--- config.mk ---
export PLATFORM = sky130hd
export DESIGN_NAME = sha256_message_hasher
export DESIGN_NICKNAME = d
export VERILOG_FILES = /design/src/hdl/sha_pkg.sv /design/src/hdl/sha_front.sv /design/src/hdl/sha_fifo.sv /design/src/hdl/sha_core.sv /design/src/hdl/sha256_message_hasher.sv
export SDC_FILE = /design/constraint.sdc
export NUM_CORES = 2
export LEC_CHECK = 0
export CORE_MARGIN = 3
export CORE_UTILIZATION = 59
export CTS_CLUSTER_SIZE = 28
export DETAILED_ROUTE_END_ITERATION = 10
export DONT_BUFFER_PORTS = 1
export PLACE_DENSITY_LB_ADDON = 0.2
export SLEW_MARGIN = 20
export SYNTH_ARGS = -nofsm -noshare
export SYNTH_HDL_FRONTEND = slang
export SYNTH_SLANG_ARGS = --single-unit
--- constraint.sdc ---
create_clock -name clock -period 17.87 [get_ports clock]
set_input_delay 1.787 -clock clock [delete_from_list [all_inputs] [get_ports clock]]
set_output_delay 1.787 -clock clock [all_outputs]
set_load 0.005 [all_outputs]
--- src/hdl/sha_pkg.sv ---
// Shared types and constants for the SHA-256 message hasher.
// Holds the transaction structs, the round constants and the initial hash values.
// No dependencies.
package sha_pkg;

   typedef struct packed {
      logic       kind;
      logic [7:0] data_byte;
   } sha_req_type;

   typedef struct packed {
      logic [31:0] digest_word;
      logic [2:0]  word_index;
      logic        last;
   } sha_rsp_type;

   // One big-endian message word on its way from the front end to the core.
   typedef struct packed {
      logic [31:0] word;
      logic        last;
   } sha_word_type;

   localparam logic       KIND_DATA   = 1'b0;
   localparam logic       KIND_FINISH = 1'b1;
   localparam logic [7:0] PAD_BYTE    = 8'h80;
   localparam logic [3:0] LEN_HI_IDX  = 4'd14;
   localparam logic [3:0] LEN_LO_IDX  = 4'd15;
   localparam logic [3:0] LEN_FIT_IDX = 4'd13;
   localparam logic [2:0] LAST_WORD   = 3'd7;

   function automatic logic [31:0] round_k(input logic [5:0] idx);
      logic [31:0] k;
      case (idx)
         6'd0:  k = 32'h428a2f98;  6'd1:  k = 32'h71374491;
         6'd2:  k = 32'hb5c0fbcf;  6'd3:  k = 32'he9b5dba5;
         6'd4:  k = 32'h3956c25b;  6'd5:  k = 32'h59f111f1;
         6'd6:  k = 32'h923f82a4;  6'd7:  k = 32'hab1c5ed5;
         6'd8:  k = 32'hd807aa98;  6'd9:  k = 32'h12835b01;
         6'd10: k = 32'h243185be;  6'd11: k = 32'h550c7dc3;
         6'd12: k = 32'h72be5d74;  6'd13: k = 32'h80deb1fe;
         6'd14: k = 32'h9bdc06a7;  6'd15: k = 32'hc19bf174;
         6'd16: k = 32'he49b69c1;  6'd17: k = 32'hefbe4786;
         6'd18: k = 32'h0fc19dc6;  6'd19: k = 32'h240ca1cc;
         6'd20: k = 32'h2de92c6f;  6'd21: k = 32'h4a7484aa;
         6'd22: k = 32'h5cb0a9dc;  6'd23: k = 32'h76f988da;
         6'd24: k = 32'h983e5152;  6'd25: k = 32'ha831c66d;
         6'd26: k = 32'hb00327c8;  6'd27: k = 32'hbf597fc7;
         6'd28: k = 32'hc6e00bf3;  6'd29: k = 32'hd5a79147;
         6'd30: k = 32'h06ca6351;  6'd31: k = 32'h14292967;
         6'd32: k = 32'h27b70a85;  6'd33: k = 32'h2e1b2138;
         6'd34: k = 32'h4d2c6dfc;  6'd35: k = 32'h53380d13;
         6'd36: k = 32'h650a7354;  6'd37: k = 32'h766a0abb;
         6'd38: k = 32'h81c2c92e;  6'd39: k = 32'h92722c85;
         6'd40: k = 32'ha2bfe8a1;  6'd41: k = 32'ha81a664b;
         6'd42: k = 32'hc24b8b70;  6'd43: k = 32'hc76c51a3;
         6'd44: k = 32'hd192e819;  6'd45: k = 32'hd6990624;
         6'd46: k = 32'hf40e3585;  6'd47: k = 32'h106aa070;
         6'd48: k = 32'h19a4c116;  6'd49: k = 32'h1e376c08;
         6'd50: k = 32'h2748774c;  6'd51: k = 32'h34b0bcb5;
         6'd52: k = 32'h391c0cb3;  6'd53: k = 32'h4ed8aa4a;
         6'd54: k = 32'h5b9cca4f;  6'd55: k = 32'h682e6ff3;
         6'd56: k = 32'h748f82ee;  6'd57: k = 32'h78a5636f;
         6'd58: k = 32'h84c87814;  6'd59: k = 32'h8cc70208;
         6'd60: k = 32'h90befffa;  6'd61: k = 32'ha4506ceb;
         6'd62: k = 32'hbef9a3f7;  6'd63: k = 32'hc67178f2;
         default: k = 32'h0;
      endcase
      return k;
   endfunction

   function automatic logic [31:0] initial_hash(input logic [2:0] idx);
      logic [31:0] h;
      case (idx)
         3'd0: h = 32'h6a09e667;
         3'd1: h = 32'hbb67ae85;
         3'd2: h = 32'h3c6ef372;
         3'd3: h = 32'ha54ff53a;
         3'd4: h = 32'h510e527f;
         3'd5: h = 32'h9b05688c;
         3'd6: h = 32'h1f83d9ab;
         3'd7: h = 32'h5be0cd19;
         default: h = 32'h0;
      endcase
      return h;
   endfunction

endpackage

--- src/hdl/sha_front.sv ---
// Front end: packs message bytes into big-endian words and generates the padding.
// Pushes words into the word queue toward the compression core.
// Depends on sha_pkg.
module sha_front (
   input  logic                 clock,
   input  logic                 reset,
   input  logic                 req_push,
   input  sha_pkg::sha_req_type req_item,
   output logic                 req_full,
   output logic                 q_push,
   output sha_pkg::sha_word_type q_data,
   input  logic                 q_full
);
   import sha_pkg::*;

   logic [23:0] part_ff, part_in;
   logic [5:0]  fill_ff, fill_in;
   logic [63:0] bits_ff, bits_in;
   logic        pad_ff, pad_in;
   logic        first_ff, first_in;
   logic        lenph_ff, lenph_in;
   logic [3:0]  pidx_ff, pidx_in;
   logic        accept;
   logic [31:0] pad_word;

   assign req_full = pad_ff || q_full;
   assign accept   = req_push && !req_full;

   // First padding word: the bytes already held, then the pad byte, then zeros.
   always_comb begin
      case (fill_ff[1:0])
         2'd0:    pad_word = {PAD_BYTE, 24'h0};
         2'd1:    pad_word = {part_ff[7:0], PAD_BYTE, 16'h0};
         2'd2:    pad_word = {part_ff[15:0], PAD_BYTE, 8'h0};
         default: pad_word = {part_ff[23:0], PAD_BYTE};
      endcase
   end

   always_comb begin
      part_in  = part_ff;
      fill_in  = fill_ff;
      bits_in  = bits_ff;
      pad_in   = pad_ff;
      first_in = first_ff;
      lenph_in = lenph_ff;
      pidx_in  = pidx_ff;
      q_push   = 1'b0;
      q_data   = '{word: {part_ff, req_item.data_byte}, last: 1'b0};

      if (pad_ff) begin
         if (first_ff) begin
            q_data.word = pad_word;
         end else if (lenph_ff && pidx_ff == LEN_HI_IDX) begin
            q_data.word = bits_ff[63:32];
         end else if (lenph_ff && pidx_ff == LEN_LO_IDX) begin
            q_data.word = bits_ff[31:0];
         end else begin
            q_data.word = 32'h0;
         end
         q_data.last = lenph_ff && pidx_ff == LEN_LO_IDX;
         if (!q_full) begin
            q_push   = 1'b1;
            first_in = 1'b0;
            pidx_in  = pidx_ff + 4'd1;
            if (pidx_ff == LEN_LO_IDX) begin
               if (lenph_ff) begin
                  pad_in  = 1'b0;
                  fill_in = 6'd0;
                  bits_in = 64'd0;
               end else begin
                  lenph_in = 1'b1;
               end
            end
         end
      end else if (accept) begin
         if (req_item.kind == KIND_DATA) begin
            part_in = {part_ff[15:0], req_item.data_byte};
            fill_in = fill_ff + 6'd1;
            bits_in = bits_ff + 64'd8;
            q_push  = (fill_ff[1:0] == 2'd3);
         end else begin
            pad_in   = 1'b1;
            first_in = 1'b1;
            pidx_in  = fill_ff[5:2];
            // The length fits in this block only if the pad byte lands before word 14.
            lenph_in = (fill_ff[5:2] <= LEN_FIT_IDX);
         end
      end
   end

   always_ff @(posedge clock) begin
      if (reset) begin
         fill_ff  <= 6'd0;
         bits_ff  <= 64'd0;
         pad_ff   <= 1'b0;
         first_ff <= 1'b0;
         lenph_ff <= 1'b0;
         pidx_ff  <= 4'd0;
      end else begin
         fill_ff  <= fill_in;
         bits_ff  <= bits_in;
         pad_ff   <= pad_in;
         first_ff <= first_in;
         lenph_ff <= lenph_in;
         pidx_ff  <= pidx_in;
      end
      part_ff <= part_in;
   end

endmodule

--- src/hdl/sha_fifo.sv ---
// Short word queue between the front end and the compression core.
// Register based, first word shown on the read side while not empty.
// Depends on sha_pkg.
module sha_fifo #(
   parameter int DEPTH = 4
) (
   input  logic                  clock,
   input  logic                  reset,
   input  logic                  wr_en,
   input  sha_pkg::sha_word_type wr_data,
   output logic                  full,
   input  logic                  rd_en,
   output sha_pkg::sha_word_type rd_data,
   output logic                  valid
);
   import sha_pkg::*;

   localparam int PTR_W = $clog2(DEPTH);
   localparam int CNT_W = $clog2(DEPTH + 1);

   sha_word_type     mem_ff [DEPTH];
   logic [PTR_W-1:0] wptr_ff, wptr_in;
   logic [PTR_W-1:0] rptr_ff, rptr_in;
   logic [CNT_W-1:0] cnt_ff, cnt_in;
   logic             do_wr, do_rd;

   assign full    = (cnt_ff == CNT_W'(DEPTH));
   assign valid   = (cnt_ff != '0);
   assign rd_data = mem_ff[rptr_ff];
   assign do_wr   = wr_en && !full;
   assign do_rd   = rd_en && valid;

   always_comb begin
      wptr_in = wptr_ff;
      rptr_in = rptr_ff;
      cnt_in  = cnt_ff;
      if (do_wr) begin
         wptr_in = (wptr_ff == PTR_W'(DEPTH - 1)) ? '0 : wptr_ff + PTR_W'(1);
      end
      if (do_rd) begin
         rptr_in = (rptr_ff == PTR_W'(DEPTH - 1)) ? '0 : rptr_ff + PTR_W'(1);
      end
      if (do_wr && !do_rd) begin
         cnt_in = cnt_ff + CNT_W'(1);
      end else if (do_rd && !do_wr) begin
         cnt_in = cnt_ff - CNT_W'(1);
      end
   end

   always_ff @(posedge clock) begin
      if (reset) begin
         wptr_ff <= '0;
         rptr_ff <= '0;
         cnt_ff  <= '0;
      end else begin
         wptr_ff <= wptr_in;
         rptr_ff <= rptr_in;
         cnt_ff  <= cnt_in;
      end
      if (do_wr) begin
         mem_ff[wptr_ff] <= wr_data;
      end
   end

endmodule

--- src/hdl/sha_core.sv ---
// Compression core: one SHA-256 round per cycle when not stalled, with a 16-word message schedule.
// Takes words from the queue and presents the eight digest words after a message ends.
// Depends on sha_pkg.
module sha_core (
   input  logic                  clock,
   input  logic                  reset,
   input  sha_pkg::sha_word_type q_data,
   input  logic                  q_valid,
   output logic                  q_pop,
   output logic                  rsp_empty,
   input  logic                  rsp_pop,
   output sha_pkg::sha_rsp_type  rsp_item
);
   import sha_pkg::*;

   typedef enum logic [1:0] {
      ST_RUN,
      ST_ADD,
      ST_EMIT
   } state_type;

   function automatic logic [31:0] rotr(input logic [31:0] x, input int n);
      return (x >> n) | (x << (32 - n));
   endfunction

   state_type   state_ff, state_in;
   logic [31:0] h_ff [8];
   logic [31:0] h_in [8];
   logic [31:0] v_ff [8];
   logic [31:0] v_in [8];
   logic [31:0] w_ff [16];
   logic [31:0] w_in [16];
   logic [5:0]  round_ff, round_in;
   logic [2:0]  idx_ff, idx_in;
   logic        last_ff, last_in;
   logic [31:0] sched, wt, t1, t2, sum1, sum0, choose, major, sig0, sig1;
   logic        loading, step;

   assign loading = (round_ff[5:4] == 2'd0);
   assign step    = (state_ff == ST_RUN) && (!loading || q_valid);
   assign q_pop   = (state_ff == ST_RUN) && loading && q_valid;

   assign rsp_empty = (state_ff != ST_EMIT);
   assign rsp_item  = '{digest_word: h_ff[idx_ff], word_index: idx_ff,
                        last: (idx_ff == LAST_WORD)};

   always_comb begin
      sig0   = rotr(w_ff[1], 7) ^ rotr(w_ff[1], 18) ^ (w_ff[1] >> 3);
      sig1   = rotr(w_ff[14], 17) ^ rotr(w_ff[14], 19) ^ (w_ff[14] >> 10);
      sched  = sig1 + w_ff[9] + sig0 + w_ff[0];
      wt     = loading ? q_data.word : sched;
      sum1   = rotr(v_ff[4], 6) ^ rotr(v_ff[4], 11) ^ rotr(v_ff[4], 25);
      choose = (v_ff[4] & v_ff[5]) ^ (~v_ff[4] & v_ff[6]);
      t1     = v_ff[7] + sum1 + choose + round_k(round_ff) + wt;
      sum0   = rotr(v_ff[0], 2) ^ rotr(v_ff[0], 13) ^ rotr(v_ff[0], 22);
      major  = (v_ff[0] & v_ff[1]) ^ (v_ff[0] & v_ff[2]) ^ (v_ff[1] & v_ff[2]);
      t2     = sum0 + major;
   end

   always_comb begin
      state_in = state_ff;
      round_in = round_ff;
      idx_in   = idx_ff;
      last_in  = last_ff;
      h_in     = h_ff;
      v_in     = v_ff;
      w_in     = w_ff;
      case (state_ff)
         ST_RUN: begin
            if (step) begin
               for (int i = 0; i < 15; i++) begin
                  w_in[i] = w_ff[i+1];
               end
               w_in[15] = wt;
               v_in[7]  = v_ff[6];
               v_in[6]  = v_ff[5];
               v_in[5]  = v_ff[4];
               v_in[4]  = v_ff[3] + t1;
               v_in[3]  = v_ff[2];
               v_in[2]  = v_ff[1];
               v_in[1]  = v_ff[0];
               v_in[0]  = t1 + t2;
               round_in = round_ff + 6'd1;
               if (round_ff == 6'd15) begin
                  last_in = q_data.last;
               end
               if (round_ff == 6'd63) begin
                  state_in = ST_ADD;
               end
            end
         end
         ST_ADD: begin
            // The working variables start the next block from the updated hash.
            for (int i = 0; i < 8; i++) begin
               h_in[i] = h_ff[i] + v_ff[i];
               v_in[i] = h_ff[i] + v_ff[i];
            end
            idx_in   = 3'd0;
            state_in = last_ff ? ST_EMIT : ST_RUN;
         end
         ST_EMIT: begin
            if (rsp_pop) begin
               idx_in = idx_ff + 3'd1;
               if (idx_ff == LAST_WORD) begin
                  for (int i = 0; i < 8; i++) begin
                     h_in[i] = initial_hash(3'(i));
                     v_in[i] = initial_hash(3'(i));
                  end
                  last_in  = 1'b0;
                  state_in = ST_RUN;
               end
            end
         end
         default: begin
            state_in = ST_RUN;
         end
      endcase
   end

   always_ff @(posedge clock) begin
      if (reset) begin
         state_ff <= ST_RUN;
         round_ff <= 6'd0;
         idx_ff   <= 3'd0;
         last_ff  <= 1'b0;
         for (int i = 0; i < 8; i++) begin
            h_ff[i] <= initial_hash(3'(i));
            v_ff[i] <= initial_hash(3'(i));
         end
      end else begin
         state_ff <= state_in;
         round_ff <= round_in;
         idx_ff   <= idx_in;
         last_ff  <= last_in;
         h_ff     <= h_in;
         v_ff     <= v_in;
      end
      w_ff <= w_in;
   end

endmodule

--- src/hdl/sha256_message_hasher.sv ---
// SHA-256 message hasher: bytes in, eight digest words out per finished message.
// Throughput: bytes are taken one per cycle while the word queue has room and no padding is
// under way, but a block loads only as fast as the front end packs words (one per 4 bytes),
// then runs 48 more rounds and the hash update.
// Finish: 3 to 18 padding words, one or two blocks, then 8 digest words.
// Reset (synchronous): hash state set to the initial values, byte and bit counts cleared.
module sha256_message_hasher #(
   parameter int QUEUE_DEPTH = 4
) (
   input  logic                 clock,
   input  logic                 reset,
   input  logic                 push,
   input  sha_pkg::sha_req_type req_item,
   output logic                 full,
   output logic                 empty,
   input  logic                 pop,
   output sha_pkg::sha_rsp_type rsp_item
);
   import sha_pkg::*;

   sha_word_type fw_data, q_data;
   logic         fw_push, q_full, q_valid, q_pop;

   sha_front u_front (
      .clock    (clock),
      .reset    (reset),
      .req_push (push),
      .req_item (req_item),
      .req_full (full),
      .q_push   (fw_push),
      .q_data   (fw_data),
      .q_full   (q_full)
   );

   sha_fifo #(
      .DEPTH (QUEUE_DEPTH)
   ) u_fifo (
      .clock   (clock),
      .reset   (reset),
      .wr_en   (fw_push),
      .wr_data (fw_data),
      .full    (q_full),
      .rd_en   (q_pop),
      .rd_data (q_data),
      .valid   (q_valid)
   );

   sha_core u_core (
      .clock     (clock),
      .reset     (reset),
      .q_data    (q_data),
      .q_valid   (q_valid),
      .q_pop     (q_pop),
      .rsp_empty (empty),
      .rsp_pop   (pop),
      .rsp_item  (rsp_item)
   );

endmodule

==> impl_metrics.ini <==
[drt]
drtAntennaViolNets = 0
route.detailed.drc = 0
dr_wl_met3_um = 30200
vias = 61200
highest_layer = met5
met2_wirelength_um = 104000
wl_met1_um = 108000
wl_um = 251000
via_per_inst = 6.65
drtIter0Drc = 8390
drtPass1Iterations = 6
wl_per_cell_um = 27.3

[synth]
yosysMostFrequentCell = a21oi_1
yosys_register_bits = 1307
syn_area_sq_um = 76400
ys_types = 111
synth_edf_count = 668
synthTopCellsByArea = edfxtp_1, dfxtp_1, ha_1
synth_top_cell_by_area = edfxtp_1
yosys-top-cells-count = a21oi_1, edfxtp_1, nor2_1, dfxtp_1, nand2_1
synth_top_area_share_pct = 26.3
synth_warnings = 0
yosys_most_used_dff = edfxtp_1
async_flop_share_pct = 0
synth_seq_area_share_pct = 43.0
syn_inst = 7553
syn_nets = 8170
avgSynthCellArea_sq_um = 10.1

[die]
die_w_um = 366
start_util_pct = 59.7
die_y_um = 366
coreArea_sq_um = 128000
dieArea_sq_um = 134000
top_level_ports = 51
num_rows = 131

[worst_setup_path]
startpoint = u_core.w_ff[43]
start_kind = register
reg2reg_to = u_core.v_ff[255]
crit_arrival_ps = 11750
rr_worst_depth = 41
rrSetupSlack_ps = 6800
endpoint_kind = register
worstPathRequired_ps = 18550
max_stage_delay_ps = 530
timing.rr.start = u_core.w_ff[43]
slowest_stage = fa_1
cp_max_fo = 7
crit_type = register to register

[placement]
port_buffers = 0
place_congestion = 1.01
dpl.hpwl_um = 176000

[min_path]
min_path_type = register to register
hp-start = u_core.w_ff[187]
min_to = u_core.w_ff[219]
hold_depth = 0

[cts]
hold_buffers = 0
cts_resized = 0
clock_latency_ps = 800
cts_root_buf = clkbuf_16
clock-sinks = 1307
clk_path_buf_depth = 3
cts_setup_buffers = 0
htree_levels = 4
cts_tree = done
cts_inserted_buffers = 143
clk_transition_reported_paths_ps = 60

[global_route]
antenna_found_initial = 10
grt_max_degree = 341
grt_pass1_vias = 56700
grt_pass1_wl_um = 371000
track_usage_pct = 36.6
grt.overflow.total = 0

[final_layout]
syn_to_final_growth_pct = 8.19
drive_above_1_share_pct = 7.28
final_nets = 7974

[sta]
period_minus_slack_ps = 11070
fin_crit_sh_pct = 61.9
finalClockSkew_ps = 46.9
setup-tns-final_ps = 0
hold_violations = 0
worst_pin_slew_ps = 1190
max_freq_ghz = 0.0903
finalMaxSlewViolations = 0
rsz0062_at_grt = false
max_slew_margin_pct = 20.6
setup_viol = 0

[flow_run]
drv_cap = 0

[outcome]
status = complete, no violations
area by class of cell:
cell class                      instances  area [sq um]
Antenna cell                            1          2.50
Clock buffer                          194          3940
Clock inverter                         64           901
Fill cell                           10300         45400
Inverter                              373          1410
Multi-Input combinational cell       5425         40500
Sequential cell                      1307         32900
Tap cell                             1729          2160
Timing Repair Buffer                  107           841
cells in the final DEF (no fill, tap or decap), types with 131 or more instances in the layout:
master / instances
edfxtp_1: 668
nand2_1: 449
clkbuf_16: 145
fa_1: 196
o21ai_0: 450
inv_1: 366
a21o_1: 173
nor2_1: 635
a221oi_1: 131
dfxtp_1: 635
ha_1: 405
a21oi_1: 672
xor2_1: 220
nor3_1: 146
xnor2_1: 426
critical path: cells and delay by family, from the launching register on:
kind,cells,cell delay (ps)
flip-flops,1,480
XOR/XNOR,6,1200
AND/OR/NAND/NOR,9,1930
buffers and inverters,1,40
AO/OA/AOI/OAI,16,3390
adder cells (fa/ha/maj),9,3910
through the flow:
stage	instance area (sq um)	instances	utilization [%]	setup slack [ps]	hold WS, ps
after floorplan	76400	7553	-	5150	400
after global placement	77800	8941	60.7	7130	400
after detailed placement	77800	8941	60.8	7030	405
after CTS	82600	9199	64.5	6960	387
after global routing	82600	9199	64.5	6280	399
final	82600	9200	64.5	6800	388
kinds of logic (layout without fill, tap and decap cells):
| kind of cell | Yosys count | after routing | synth area share, % |
|---|---|---|---|
| fa+ha+maj | 621 | 621 | 12.0 |
| mux | 187 | 187 | 4.12 |
| buf+inv | 821 | 738 | 4.15 |
| flops | 1307 | 1307 | 43.0 |
| other cells | 0 | 1 | 0 |
| compound gates | 2303 | 2303 | 19.4 |
| simple gates | 1664 | 1664 | 9.76 |
| xor+xnor | 650 | 650 | 7.50 |
routing by layer:
metal  up-vias  global-route usage (%)
met5         -                       0
met4         4                    12.0
met3       558                    9.83
met2      3505                    51.9
met1     30000                    54.0
li1      27200                       -
state kept, by name, indices dropped and copies added (netlist names), 3 cells and up, named ones only:
signal and count:
u_core.round_ff 6, u_front.part_ff 24, u_front.pidx_ff 4, u_fifo.mem_ff 132
u_fifo.cnt_ff 3, u_core.idx_ff 3, u_front.bits_ff 61, u_core.v_ff 256
u_front.fill_ff 6, u_core.h_ff 256, u_core.w_ff 512
worst max-delay path by stage:
stage	to	slack, ps	depth (start not counted)
finish	u_core.v_ff[255]	6800	41
global route	u_core.v_ff[255]	6280	41
CTS	u_core.v_ff[255]	6960	41
detailed placement	u_core.v_ff[255]	7030	41
global placement	u_core.v_ff[255]	7130	41
floorplan	register	5150	13
Power is not shown: default switching activity piles up to over one toggle a cycle in this logic, so the estimate is an artifact.
